File: src/design/twrp_pkg.sv
// ----------------------------------------------------------------------------
// twrp_pkg
// Types and constants shared by the radix-40 word packing tokenizer.
// ----------------------------------------------------------------------------
package twrp_pkg;

    localparam int CharWidth  = 8;
    localparam int HalfWidth  = 20;
    localparam int CountWidth = 5;
    localparam int IndexWidth = 2;

    // Character codes used for classification.
    localparam logic [CharWidth-1:0] CharA      = 8'h41;
    localparam logic [CharWidth-1:0] CharZ      = 8'h5A;
    localparam logic [CharWidth-1:0] CharOne    = 8'h31;
    localparam logic [CharWidth-1:0] CharNine   = 8'h39;
    localparam logic [CharWidth-1:0] CharHyphen = 8'h2D;
    localparam logic [CharWidth-1:0] CharSpace  = 8'h20;
    localparam logic [CharWidth-1:0] CharPeriod = 8'h2E;
    localparam logic [CharWidth-1:0] CharComma  = 8'h2C;

    localparam logic [CharWidth-1:0] BaseReset = 8'd120;

    // Packing weights for the three positions of a half.
    localparam logic [HalfWidth-1:0] WeightHigh = 20'd1600;
    localparam logic [HalfWidth-1:0] WeightMid  = 20'd40;
    localparam logic [HalfWidth-1:0] WeightLow  = 20'd1;

    localparam logic [2:0] WordChars = 3'd6;
    localparam logic [2:0] HalfChars = 3'd3;

    localparam logic [CountWidth-1:0] MaxWords = 5'd20;

    typedef enum logic [IndexWidth-1:0] {
        REG_LETTER_BASE = 2'd0,
        REG_DIGIT_BASE  = 2'd1,
        REG_HYPHEN_BASE = 2'd2
    } reg_index_t;

    typedef enum logic [2:0] {
        KIND_WORD     = 3'd0,
        KIND_OK       = 3'd1,
        KIND_EMPTY    = 3'd2,
        KIND_BAD      = 3'd3,
        KIND_TOO_MANY = 3'd4
    } kind_t;

    // One queued job: an optional word result followed by an optional status.
    typedef struct packed {
        logic                         has_word;
        logic signed [HalfWidth-1:0]  first_half;
        logic signed [HalfWidth-1:0]  second_half;
        logic [CountWidth-1:0]        word_count;
        logic                         has_status;
        kind_t                        status_kind;
        logic [CountWidth-1:0]        status_count;
    } job_t;

    // Head of the job queue as seen by the back end.
    typedef struct packed {
        logic  empty;
        job_t  job;
    } queue_head_t;

endpackage

File: src/design/twrp_if.sv
// ----------------------------------------------------------------------------
// twrp_if
// Valid/ready channel interfaces for characters, results and configuration.
// ----------------------------------------------------------------------------
interface twrp_char_if;
    logic       valid;
    logic       ready;
    logic [7:0] character;
    logic       last_of_line;

    modport source (output valid, output character, output last_of_line, input ready);
    modport sink (input valid, input character, input last_of_line, output ready);
endinterface

interface twrp_result_if;
    logic               valid;
    logic               ready;
    logic [2:0]         kind;
    logic signed [19:0] first_half;
    logic signed [19:0] second_half;
    logic [4:0]         word_count;
    logic               last_result;

    modport source (output valid, output kind, output first_half, output second_half,
                    output word_count, output last_result, input ready);
    modport sink (input valid, input kind, input first_half, input second_half,
                  input word_count, input last_result, output ready);
endinterface

interface twrp_cfg_if;
    logic       valid;
    logic       ready;
    logic [1:0] index;
    logic [7:0] data;

    modport source (output valid, output index, output data, input ready);
    modport sink (input valid, input index, input data, output ready);
endinterface

File: src/design/word_tokenizer_radix40_packer_core.sv
// ----------------------------------------------------------------------------
// word_tokenizer_radix40_packer_core
// Radix-40 word packing tokenizer: front end, job queue and result back end.
// ----------------------------------------------------------------------------
// A character's results are registered in the job queue before being offered.
// Throughput: one character per cycle while the queue is not full; a character
// that causes two results offers them in turn, and the QUEUE_DEPTH-entry job
// queue absorbs such bursts. Reset clears all word and command state, empties
// the queue and sets every class base to 120; no clearing pass is needed.
module word_tokenizer_radix40_packer_core #(
    parameter int QUEUE_DEPTH = 4
) (
    input  logic            clk,
    input  logic            rst_n,
    twrp_cfg_if.sink        cfg,
    twrp_char_if.sink       chars,
    twrp_result_if.source   results
);
    import twrp_pkg::*;

    logic         push;
    logic         pop;
    logic         full;
    job_t         job;
    queue_head_t  head;

    twrp_front u_front (
        .clk        (clk),
        .rst_n      (rst_n),
        .cfg        (cfg),
        .chars      (chars),
        .queue_full (full),
        .push       (push),
        .job        (job)
    );

    twrp_queue #(
        .DEPTH (QUEUE_DEPTH)
    ) u_queue (
        .clk   (clk),
        .rst_n (rst_n),
        .push  (push),
        .job   (job),
        .pop   (pop),
        .full  (full),
        .head  (head)
    );

    twrp_back u_back (
        .clk     (clk),
        .rst_n   (rst_n),
        .head    (head),
        .pop     (pop),
        .results (results)
    );

endmodule

File: src/design/twrp_front.sv
// ----------------------------------------------------------------------------
// twrp_front
// Accepts characters, classifies them, packs word codes and builds jobs.
// ----------------------------------------------------------------------------
module twrp_front (
    input  logic          clk,
    input  logic          rst_n,
    twrp_cfg_if.sink      cfg,
    twrp_char_if.sink     chars,
    input  logic          queue_full,
    output logic          push,
    output twrp_pkg::job_t job
);
    import twrp_pkg::*;

    logic [CharWidth-1:0]         letter_base_reg;
    logic [CharWidth-1:0]         digit_base_reg;
    logic [CharWidth-1:0]         hyphen_base_reg;

    logic [2:0]                   chars_reg, chars_next;
    logic signed [HalfWidth-1:0]  first_acc_reg, first_acc_next;
    logic signed [HalfWidth-1:0]  second_acc_reg, second_acc_next;
    logic [CountWidth-1:0]        words_reg, words_next;
    logic                         discard_reg, discard_next;
    logic                         ovf_reg, ovf_next;

    logic                         accept;
    logic                         active;
    logic [CharWidth-1:0]         ch;
    logic                         last;
    logic                         is_letter, is_digit, is_hyphen, is_legal;
    logic                         is_punct, is_space, is_bad;
    logic [CharWidth-1:0]         base_sel;
    logic [CharWidth:0]           code;
    logic [HalfWidth-1:0]         code_ext;
    logic [HalfWidth-1:0]         weight;
    logic signed [HalfWidth-1:0]  product;
    logic                         add_ok;
    logic [2:0]                   chars_upd;
    logic signed [HalfWidth-1:0]  first_upd, second_upd;
    logic                         end_cmd, word_end, pending;
    logic                         word_out, word_drop;
    logic [CountWidth-1:0]        words_after;
    logic                         ovf_after;

    assign cfg.ready   = 1'b1;
    assign chars.ready = !queue_full;

    always_ff @(posedge clk or negedge rst_n)
    begin
        if (!rst_n)
        begin
            letter_base_reg <= BaseReset;
            digit_base_reg  <= BaseReset;
            hyphen_base_reg <= BaseReset;
        end
        else if (cfg.valid)
        begin
            case (reg_index_t'(cfg.index))
                REG_LETTER_BASE: letter_base_reg <= cfg.data;
                REG_DIGIT_BASE:  digit_base_reg  <= cfg.data;
                REG_HYPHEN_BASE: hyphen_base_reg <= cfg.data;
                default:         ;
            endcase
        end
    end

    assign accept = chars.valid && chars.ready;
    assign active = accept && !discard_reg;
    assign ch     = chars.character;
    assign last   = chars.last_of_line;

    assign is_letter = (ch >= CharA) && (ch <= CharZ);
    assign is_digit  = (ch >= CharOne) && (ch <= CharNine);
    assign is_hyphen = (ch == CharHyphen);
    assign is_legal  = is_letter || is_digit || is_hyphen;
    assign is_punct  = (ch == CharPeriod) || (ch == CharComma);
    assign is_space  = (ch == CharSpace);
    assign is_bad    = !is_legal && !is_punct && !is_space;

    always_comb
    begin
        if (is_letter)
            base_sel = letter_base_reg;
        else if (is_hyphen)
            base_sel = hyphen_base_reg;
        else
            base_sel = digit_base_reg;
    end

    // The code is a 9-bit two's complement value, possibly negative.
    assign code     = {1'b0, ch} - {1'b0, base_sel};
    assign code_ext = {{(HalfWidth-CharWidth-1){code[CharWidth]}}, code};

    always_comb
    begin
        case (chars_reg)
            3'd0, 3'd3: weight = WeightHigh;
            3'd1, 3'd4: weight = WeightMid;
            default:    weight = WeightLow;
        endcase
    end

    assign product = signed'(code_ext * weight);

    assign add_ok     = is_legal && (chars_reg < WordChars);
    assign chars_upd  = add_ok ? chars_reg + 3'd1 : chars_reg;
    assign first_upd  = (add_ok && chars_reg < HalfChars) ? first_acc_reg + product
                                                          : first_acc_reg;
    assign second_upd = (add_ok && chars_reg >= HalfChars) ? second_acc_reg + product
                                                           : second_acc_reg;

    assign end_cmd     = (is_punct || last) && !is_bad;
    assign word_end    = is_space || end_cmd;
    assign pending     = (chars_upd != 3'd0);
    assign word_out    = word_end && pending && (words_reg < MaxWords);
    assign word_drop   = word_end && pending && (words_reg >= MaxWords);
    assign words_after = words_reg + CountWidth'(word_out);
    assign ovf_after   = ovf_reg || word_drop;

    always_comb
    begin
        job.has_word     = word_out;
        job.first_half   = first_upd;
        job.second_half  = second_upd;
        job.word_count   = words_after;
        job.has_status   = end_cmd || is_bad;
        job.status_count = is_bad ? '0 : words_after;
        if (is_bad)
            job.status_kind = KIND_BAD;
        else if (ovf_after)
            job.status_kind = KIND_TOO_MANY;
        else if (words_after == '0)
            job.status_kind = KIND_EMPTY;
        else
            job.status_kind = KIND_OK;
    end

    assign push = active && (word_out || end_cmd || is_bad);

    always_comb
    begin
        chars_next      = chars_reg;
        first_acc_next  = first_acc_reg;
        second_acc_next = second_acc_reg;
        words_next      = words_reg;
        discard_next    = discard_reg;
        ovf_next        = ovf_reg;
        if (accept && discard_reg)
        begin
            if (last)
                discard_next = 1'b0;
        end
        else if (active)
        begin
            if (is_bad || end_cmd)
            begin
                chars_next      = '0;
                first_acc_next  = '0;
                second_acc_next = '0;
                words_next      = '0;
                ovf_next        = 1'b0;
                discard_next    = is_bad && !last;
            end
            else if (is_space)
            begin
                if (pending)
                begin
                    chars_next      = '0;
                    first_acc_next  = '0;
                    second_acc_next = '0;
                    words_next      = words_after;
                    ovf_next        = ovf_after;
                end
            end
            else
            begin
                chars_next      = chars_upd;
                first_acc_next  = first_upd;
                second_acc_next = second_upd;
            end
        end
    end

    always_ff @(posedge clk or negedge rst_n)
    begin
        if (!rst_n)
        begin
            chars_reg      <= '0;
            first_acc_reg  <= '0;
            second_acc_reg <= '0;
            words_reg      <= '0;
            discard_reg    <= 1'b0;
            ovf_reg        <= 1'b0;
        end
        else
        begin
            chars_reg      <= chars_next;
            first_acc_reg  <= first_acc_next;
            second_acc_reg <= second_acc_next;
            words_reg      <= words_next;
            discard_reg    <= discard_next;
            ovf_reg        <= ovf_next;
        end
    end

`ifndef SYNTHESIS
    assert property (@(posedge clk) disable iff (!rst_n)
        (accept && discard_reg) |-> !push)
        else $error("front produced a job while discarding a line");
    assert property (@(posedge clk) disable iff (!rst_n)
        chars_reg <= WordChars)
        else $error("word character count out of range");
    assert property (@(posedge clk) disable iff (!rst_n)
        words_reg <= MaxWords)
        else $error("word count exceeds the command limit");
    assert property (@(posedge clk) disable iff (!rst_n)
        (push && job.has_status) |=> (chars_reg == '0 && words_reg == '0 && !ovf_reg))
        else $error("command state not cleared after a status job");
`endif

endmodule

File: src/design/twrp_queue.sv
// ----------------------------------------------------------------------------
// twrp_queue
// Short job queue that decouples the character front end from the result side.
// ----------------------------------------------------------------------------
module twrp_queue #(
    parameter int DEPTH = 4
) (
    input  logic                    clk,
    input  logic                    rst_n,
    input  logic                    push,
    input  twrp_pkg::job_t          job,
    input  logic                    pop,
    output logic                    full,
    output twrp_pkg::queue_head_t   head
);
    import twrp_pkg::*;

    localparam int PtrWidth   = (DEPTH > 1) ? $clog2(DEPTH) : 1;
    localparam int CountWidth = $clog2(DEPTH + 1);
    localparam logic [PtrWidth-1:0]   LastPtr   = PtrWidth'(DEPTH - 1);
    localparam logic [CountWidth-1:0] DepthFull = CountWidth'(DEPTH);

    job_t                   jobs_reg [DEPTH];
    logic [PtrWidth-1:0]    wr_ptr_reg, wr_ptr_next;
    logic [PtrWidth-1:0]    rd_ptr_reg, rd_ptr_next;
    logic [CountWidth-1:0]  count_reg, count_next;
    logic                   do_push, do_pop;

    assign full       = (count_reg == DepthFull);
    assign head.empty = (count_reg == '0);
    assign head.job   = jobs_reg[rd_ptr_reg];

    assign do_push = push && !full;
    assign do_pop  = pop && !head.empty;

    always_comb
    begin
        wr_ptr_next = wr_ptr_reg;
        rd_ptr_next = rd_ptr_reg;
        count_next  = count_reg;
        if (do_push)
            wr_ptr_next = (wr_ptr_reg == LastPtr) ? '0 : wr_ptr_reg + PtrWidth'(1);
        if (do_pop)
            rd_ptr_next = (rd_ptr_reg == LastPtr) ? '0 : rd_ptr_reg + PtrWidth'(1);
        if (do_push && !do_pop)
            count_next = count_reg + CountWidth'(1);
        else if (do_pop && !do_push)
            count_next = count_reg - CountWidth'(1);
    end

    always_ff @(posedge clk)
    begin
        if (do_push)
            jobs_reg[wr_ptr_reg] <= job;
    end

    always_ff @(posedge clk or negedge rst_n)
    begin
        if (!rst_n)
        begin
            wr_ptr_reg <= '0;
            rd_ptr_reg <= '0;
            count_reg  <= '0;
        end
        else
        begin
            wr_ptr_reg <= wr_ptr_next;
            rd_ptr_reg <= rd_ptr_next;
            count_reg  <= count_next;
        end
    end

`ifndef SYNTHESIS
    assert property (@(posedge clk) disable iff (!rst_n)
        count_reg <= DepthFull)
        else $error("job queue count out of range");
    assert property (@(posedge clk) disable iff (!rst_n)
        push |-> !full)
        else $error("job pushed into a full queue");
    assert property (@(posedge clk) disable iff (!rst_n)
        (do_push && !do_pop) |=> (count_reg == $past(count_reg) + CountWidth'(1)))
        else $error("job queue count did not track a push");
`endif

endmodule

File: src/design/twrp_back.sv
// ----------------------------------------------------------------------------
// twrp_back
// Unpacks queued jobs into word and status results, one per request.
// ----------------------------------------------------------------------------
module twrp_back (
    input  logic                    clk,
    input  logic                    rst_n,
    input  twrp_pkg::queue_head_t   head,
    output logic                    pop,
    twrp_result_if.source           results
);
    import twrp_pkg::*;

    // Set once the word result of the head job is gone and its status is next.
    logic  status_phase_reg, status_phase_next;
    logic  show_word;
    logic  is_last;
    logic  take;

    assign show_word = head.job.has_word && !status_phase_reg;
    assign is_last   = !show_word || !head.job.has_status;

    assign results.valid       = !head.empty;
    assign results.kind        = show_word ? KIND_WORD : head.job.status_kind;
    assign results.first_half  = show_word ? head.job.first_half : '0;
    assign results.second_half = show_word ? head.job.second_half : '0;
    assign results.word_count  = show_word ? head.job.word_count : head.job.status_count;
    assign results.last_result = is_last;

    assign take = results.valid && results.ready;
    assign pop  = take && is_last;

    always_comb
    begin
        status_phase_next = status_phase_reg;
        if (take)
            status_phase_next = !is_last;
    end

    always_ff @(posedge clk or negedge rst_n)
    begin
        if (!rst_n)
            status_phase_reg <= 1'b0;
        else
            status_phase_reg <= status_phase_next;
    end

`ifndef SYNTHESIS
    assert property (@(posedge clk) disable iff (!rst_n)
        status_phase_reg |-> (!head.empty && head.job.has_word && head.job.has_status))
        else $error("status phase set without a pending two-result job");
    assert property (@(posedge clk) disable iff (!rst_n)
        (take && !is_last) |=> status_phase_reg)
        else $error("word result taken but status not next");
    assert property (@(posedge clk) disable iff (!rst_n)
        status_phase_reg |-> !show_word)
        else $error("word result shown twice");
`endif

endmodule

File: src/flat_wrapper.sv
// flat-port wrapper written by rule: the top's interface ports become plain ports
module word_tokenizer_radix40_packer_core_flat import twrp_pkg::*;
#(
    parameter int QUEUE_DEPTH = 4
)
  (clk, rst_n, cfg_valid, cfg_index, cfg_data, cfg_ready, chars_valid, chars_character, chars_last_of_line, chars_ready, results_valid, results_kind, results_first_half, results_second_half, results_word_count, results_last_result, results_ready);
  twrp_cfg_if cfg_i ();
  twrp_char_if chars_i ();
  twrp_result_if results_i ();
  input  logic clk;
  input  logic rst_n;
  input wire logic [$bits(cfg_i.valid)-1:0] cfg_valid;
  input wire logic [$bits(cfg_i.index)-1:0] cfg_index;
  input wire logic [$bits(cfg_i.data)-1:0] cfg_data;
  output wire logic [$bits(cfg_i.ready)-1:0] cfg_ready;
  input wire logic [$bits(chars_i.valid)-1:0] chars_valid;
  input wire logic [$bits(chars_i.character)-1:0] chars_character;
  input wire logic [$bits(chars_i.last_of_line)-1:0] chars_last_of_line;
  output wire logic [$bits(chars_i.ready)-1:0] chars_ready;
  output wire logic [$bits(results_i.valid)-1:0] results_valid;
  output wire logic [$bits(results_i.kind)-1:0] results_kind;
  output wire logic [$bits(results_i.first_half)-1:0] results_first_half;
  output wire logic [$bits(results_i.second_half)-1:0] results_second_half;
  output wire logic [$bits(results_i.word_count)-1:0] results_word_count;
  output wire logic [$bits(results_i.last_result)-1:0] results_last_result;
  input wire logic [$bits(results_i.ready)-1:0] results_ready;
  assign cfg_i.valid = cfg_valid;
  assign cfg_i.index = cfg_index;
  assign cfg_i.data = cfg_data;
  assign cfg_ready = cfg_i.ready;
  assign chars_i.valid = chars_valid;
  assign chars_i.character = chars_character;
  assign chars_i.last_of_line = chars_last_of_line;
  assign chars_ready = chars_i.ready;
  assign results_valid = results_i.valid;
  assign results_kind = results_i.kind;
  assign results_first_half = results_i.first_half;
  assign results_second_half = results_i.second_half;
  assign results_word_count = results_i.word_count;
  assign results_last_result = results_i.last_result;
  assign results_i.ready = results_ready;
  word_tokenizer_radix40_packer_core #(.QUEUE_DEPTH(QUEUE_DEPTH)) u_core (.clk(clk), .rst_n(rst_n), .cfg(cfg_i), .chars(chars_i), .results(results_i));
endmodule
File: config.mk
export PLATFORM = sky130hd
export DESIGN_NAME = word_tokenizer_radix40_packer_core_flat
export DESIGN_NICKNAME = d
export VERILOG_FILES = /design/src/design/twrp_pkg.sv /design/src/design/twrp_if.sv /design/src/design/word_tokenizer_radix40_packer_core.sv /design/src/design/twrp_front.sv /design/src/design/twrp_queue.sv /design/src/design/twrp_back.sv /design/src/flat_wrapper.sv
export SDC_FILE = /design/constraint.sdc
export NUM_CORES = 1
export LEC_CHECK = 0
export BUFFER_PORTS_ARGS = -buffer_cell sky130_fd_sc_hd__buf_4
export CORE_AREA = 2 2 145 218
export CTS_CLUSTER_SIZE = 10
export DETAILED_ROUTE_END_ITERATION = 8
export DIE_AREA = 0 0 147 220
export PLACE_DENSITY = 0.87
export SETUP_SLACK_MARGIN = 0.2
export SLEW_MARGIN = 0
export SYNTH_ARGS = -nofsm -noshare
export SYNTH_HDL_FRONTEND = slang
export SYNTH_SLANG_ARGS = --single-unit
export TNS_END_PERCENT = 30
File: constraint.sdc
create_clock -name clk -period 8.3 [get_ports clk]
set_input_delay 0.83 -clock clk [delete_from_list [all_inputs] [get_ports clk]]
set_output_delay 0.83 -clock clk [all_outputs]
set_load 0.1 [all_outputs]
Word-level counts from Yosys, hierarchy flattened
Memories as Yosys holds them, arrays and structs flattened.
Cells that the tools add are included.
{ "classes": {"shift": 0, "reduce_logical": 65, "div_mod_pow": 0, "order_cmp": 9, "mux": 38, "n_eq_ne": 14, "n_addsub": 9, "n_bitwise": 1, "multipliers": 1} }
{ "ops": {"columns": ["op", "n"], "rows": [
  ["2-to-1 mux 20 bit", 9],
  ["adder 20 bit", 2],
  ["== test 8 x 6 -> 1 bit (second input constant)", 4],
  ["2-to-1 mux 3 bit", 9],
  ["2-to-1 mux 5 bit", 5],
  ["logical AND 1 bit", 23],
  ["one-hot mux 11 bit (2 select lines)", 1],
  ["multiplier 9 x 12 -> 20 bit", 1],
  ["2-to-1 mux 8 bit", 2],
  ["zero test 1 bit", 14],
  ["logical OR 1 bit", 10],
  ["nonzero test 2 bit", 5],
  ["2-to-1 mux 1 bit", 9],
  ["subtractor 8 x 8 -> 9 bit", 1],
  [">= comparator 8 x 6 -> 1 bit (second input constant)", 1],
  [">= comparator 8 x 7 -> 1 bit (second input constant)", 1],
  ["less-or-equal comparator 8 x 6 -> 1 bit (second input constant)", 1],
  ["less-or-equal comparator 8 x 7 -> 1 bit (second input constant)", 1],
  ["adder 3 x 1 -> 3 bit (second input constant)", 2],
  ["== test 2 bit (second input constant)", 3],
  ["== test 3 bit (second input constant)", 2],
  ["zero test 3 bit", 2],
  ["2-to-1 mux 2 bit", 3],
  ["AND reduction 2 bit", 3],
  ["other kinds (20)", 23]
]} }
{ "word_totals": {"output_inout_bits": 52, "mem_count": 1, "ram_bits": 220, "register_bits": 82, "rom_bits": 0, "word_cells": 151, "latch_bits": 0} }
{ "mem_list": {"columns": ["name", "depth", "word_bits", "read_ports", "rd_clocked_by_memory_dff", "wr", "line_no", "rtl"], "rows": [
  ["u_core.u_queue.jobs_reg", 4, 55, 1, 0, 1, "twrp_queue.sv:23", "job_t jobs_reg [DEPTH];"]
]} }

Depth between registers and ports, before layout
{ "logic_depth": {"word_depth": 20, "mapped_depth": 43, "ltp_nobuf": 42} }

Cells and area by module
From an unflattened synthesis, not the netlist that was laid out.
{ "unflattened": {"cells_unflattened": 1250, "hier_area_um2": 16813.6} }
{ "modules_own_cells": {"columns": ["mod", "cells_per_inst", "n_inst", "area_each_um2", "seq_area_each_um2"], "rows": [
  ["twrp_queue", 324, 1, 8380.5, 6781.5],
  ["twrp_front", 865, 1, 7978.9, 1866.8],
  ["twrp_back", 61, 1, 454.2, 25.0]
]} }

Worst setup path before layout
Ideal clock, no wire load.
{ "synth_timing": {"kind": "input-to-reg", "start": "input chars_character[6]", "end": "register u_core.u_front.second_acc_reg[19]", "arrival_time_ns": 9.529, "path_buffers": 0, "setup_ns": 0.087, "cell_stages": 38, "slack_ns": -1.315, "cell_sequence": "nand2b_1 -> nor2_1 -> nand3_1 -> nor4_2 -> mux2i_1 -> nor2_1 -> a21oi_1 -> ha_1 -> nor2b_1 -> o21ai_0 -> a21boi_0 -> o21ai_0 -> a21boi_0 -> o21ai_0 -> nor3b_1 -> nor3_1 -> fa_1 -> fa_1 -> (+2 left out) -> inv_1 -> fa_1 -> ha_1 -> ha_1 -> a21oi_1 -> o21ai_0 -> a31o_2 -> a21o_1 -> a21o_1 -> a21oi_1 -> xnor2_1 -> ha_1 -> and3_1 -> and3_1 -> a211oi_1 -> xor2_1 -> or4_1 -> o211ai_1"} }
{ "synth_via": {"elab_chain_cells": 12, "word_cells_on_any_way": 36} }
{ "synth_rtl": {"columns": ["element", "line_no", "rtl"], "rows": [
  ["start: declaration", "flat_wrapper.sv:17", "input wire logic [$bits(chars_i.character)-1:0] chars_character;"],
  ["parallel branches: the longest is 12 deep, another holds multiplier 9 x 12 -> 20 bit", null, null],
  ["end signal: assignment", "twrp_front.sv:200", "second_acc_reg <= second_acc_next;"],
  ["end: declaration", "twrp_front.sv:22", "logic signed [HalfWidth-1:0] second_acc_reg, second_acc_next;"]
]} }
Parallel ways; which one is timed is not known.
A chain may end at the register's enable or synchronous reset.

==> implementation parameters <==
Parameter                              Value

Floorplanning
  Die width ... around 150 um
  I/O pin cnt ... 76
  Chip height ... 220 um
  Initial Util ... 0.552
  Number of rows created at floorplan ... 79
  Area of the die ... approximately 0.032 mm2
  Core region area ... just over 0.03 mm2

Final layout
  Highest-count cells in the layout ignoring fill and taps ... buf_4 (241), edfxtp_1 (220), ha_1 (107)
  Count of antenna diodes in the layout ... 0
  Fillers ... between 1500 and 2000
  Nets ... between 1500 and 2000
  Area growth from synthesis to final layout ... 23.8%
  Most frequent standard cell in the layout excluding fill and tap cells ... buf_4
  Share of post-route cells with drive strength above 1 ... 0.345
  Flip-flop count of the largest register after layout ... 220

GRT
  Busiest metal layer after global routing ... met2
  Wire length of the first global-routing pass ... between 60000 and 70000 um
  GR met3 Demand/Resource ... 0.0282
  Overflow left after global routing ... 0
  Number of antenna violations at the first check in global routing ... 0
  Largest net degree at the start of global routing ... between 60 and 70
  Met1 demand-to-capacity share in global routing ... 0.276
  Met2 Track Usage GR ... 0.493
  GRT Resource Usage Total ... 0.254
  Number of global-route vias before repair ... approximately 12000

Clocking
  Buffers from clock root to sink, at most ... 3
  CTS tree ... yes
  Clock slew at the register clock pins of the worst setup and hold paths ... 0.06 ns
  CTS Root Buffer Type ... clkbuf_16
  Clock sinks ... ~300
  Insertion delay of the later-clocked pin in the worst-skew pair ... 0.54 ns
  Total clock buffers created by CTS ... 36
  H-tree depth ... 2

Place
  Estimated wirelength of the detail-placed design ... around 28000 um
  RD Place Congestion ... roughly 0.94
  Count of buffers inserted at the top-level ports ... 74

Critical path
  Required time reported for the critical path endpoint ... about 8.6 ns
  Peak per-stage delay on the critical path ... 0.54 ns
  R2R cell count ... 36
  Crit-path slowest cell ... or4_4
  Type of origin of the critical path ... input pin
  CP Data Arrival Time ... about 9 ns
  Timing startpoint of the critical path ... chars_character[3]
  Maximum fanout along the worst path ... 7
  Type of the worst setup path ... in2reg
  Worst r2r dst ... u_core.u_queue.jobs_reg[0][52]
  Kind of capture point of the worst setup path ... flop
  Startpoint of the most critical register-to-register path ... u_core.u_front.digit_base_reg[1]
  R2r setup slk ... 0.54 ns
  Most used cell, CP ... fa_1

Worst hold path
  Hold WC Path Type ... in2async

STA
  Slew at the pin closest to its max-slew limit ... 1.10 ns
  Layout Skew ... 0.0267 ns
  Final period util ... 1.03
  Setup TNS Final ... -2.80 ns
  Total count of hold-check failures in the final report ... 0
  Final setup fails ... 18
  Post-route worst setup slack ... -0.220 ns
  Max-slew violation count ... 0
  Unrepaired setup endpoints after global routing ... true
  Upper clock frequency limit ... roughly 0.12 GHz
  Relative max-transition margin ... 0.265
  Crit path time final ... around 8.5 ns

Logic synthesis
  Post-synthesis sequential area ratio ... 0.513
  Mapped Area ... 0.0169 mm2
  FF+latch count, synth ... about 300
  Share of synthesized flip-flops with an asynchronous set or reset ... 0.272
  Synthesized area per cell ... approximately 13 um2
  Synth Warn # ... 0
  Number of synthesized flops with an enable pin ... 220
  Syn Inst Count ... approximately 1300
  Number of nets in the synthesized netlist ... around 1500
  Post-synth top flop ... edfxtp_1
  Count of unique library cells instantiated by Yosys ... 74

Routing
  Final Routed Wirelength ... 42200 um
  Number of remaining DRC errors ... 0
  Final antenna-violating net count ... 0
  TritonRoute pass-1 iters ... 9
  Total via count in the routed design ... between 10000 and 15000
  Iteration-0 DRC Markers ... roughly 880
  Ratio of routed vias to standard cells ... 6.00
  Routed WL per cell ... 21.3 um

Outcome
  Failing checks ... setup timing
  Status ... complete, but fails checks

Flow run
  Max Cap Viol ... 0
[per-layer routing]
layer  up-vias  wire length, um
met5         -                0
met4         0             2110
met3       166             2010
met2       490            23400
met1      5910            14800
li1       5327                -
[area by class of cell]
class	count	area [um2]	area share
clock buffer	62	1010	0.0482
clock inverter	4	56.3	0.00269
inverter	79	297	0.0142
multi-input combinational	879	8460	0.404
sequential	302	8680	0.414
tap	405	507	0.0242
timing repair buffer	252	1930	0.0923
[synthesized netlist by cell type (all sizes together), types with 21 or more instances]
cell type	instances	area [um2]
nand2	95	359
buf	21	120
edfxtp	220	6610
a21o	29	218
a21oi	46	234
nor2	73	282
clkbuf	21	78.8
ha	128	1600
xnor2	32	280
xor2	24	210
dfrtp	70	1750
inv	79	297
o21ai	66	334
fa	29	581
mux2	49	552
nor2b	50	313
mux4	55	1240
[critical path: cells and delay by family]
family	cells	cell delay (ns)
buf+inv	5	0.51
mux	1	0.30
simple gates	12	1.81
compound gates	13	2.01
xor+xnor	2	0.35
fa+ha+maj	8	2.98
[worst max-delay path by stage]
stage                                          end  slack, ns
floorplan           u_core.u_queue.jobs_reg[0][53]      -0.22
detailed placement  u_core.u_queue.jobs_reg[0][33]      -0.88
global placement    u_core.u_queue.jobs_reg[0][33]      -0.50
finish              u_core.u_queue.jobs_reg[0][52]      -0.22
global route        u_core.u_queue.jobs_reg[1][52]      -0.49
CTS                 u_core.u_queue.jobs_reg[1][33]      -0.04
[repair_timing]
item                                    CTS  global route
setup buffers                            18            11
pin swaps                                35            51
gates cloned                              0             0
resized for setup                        39            68
hold buffers                              0             0
endpoints found under the setup margin   55            73
[per-stage QoR]
| step | cells | util | instance area, um2 | hold slack [ns] | setup WS [ns] |
|---|---|---|---|---|---|
| after floorplan | 1302 | - | 17100 | 0.441 | -0.222 |
| after global placement | 1888 | 0.624 | 19100 | 0.458 | -0.495 |
| after detailed placement | 1888 | 0.624 | 19100 | 0.477 | -0.878 |
| after CTS | 1972 | 0.669 | 20500 | 0.196 | -0.0441 |
| after global routing | 1983 | 0.683 | 20900 | 0.217 | -0.490 |
| final | 1983 | 0.683 | 20900 | 0.189 | -0.220 |
[cells by family after synthesis]
logic type	share of synthesized area
and+or+nand+nor	0.0926
DFF	0.513
AOI/OAI and AO/OA	0.0936
adders and majority gates	0.129
buffers and inverters	0.0293
muxes	0.112
xor gates and xnor gates	0.0303
other	0.000444
Power is not shown: default switching activity piles up to over one toggle a cycle in this logic, so the estimate is an artifact.
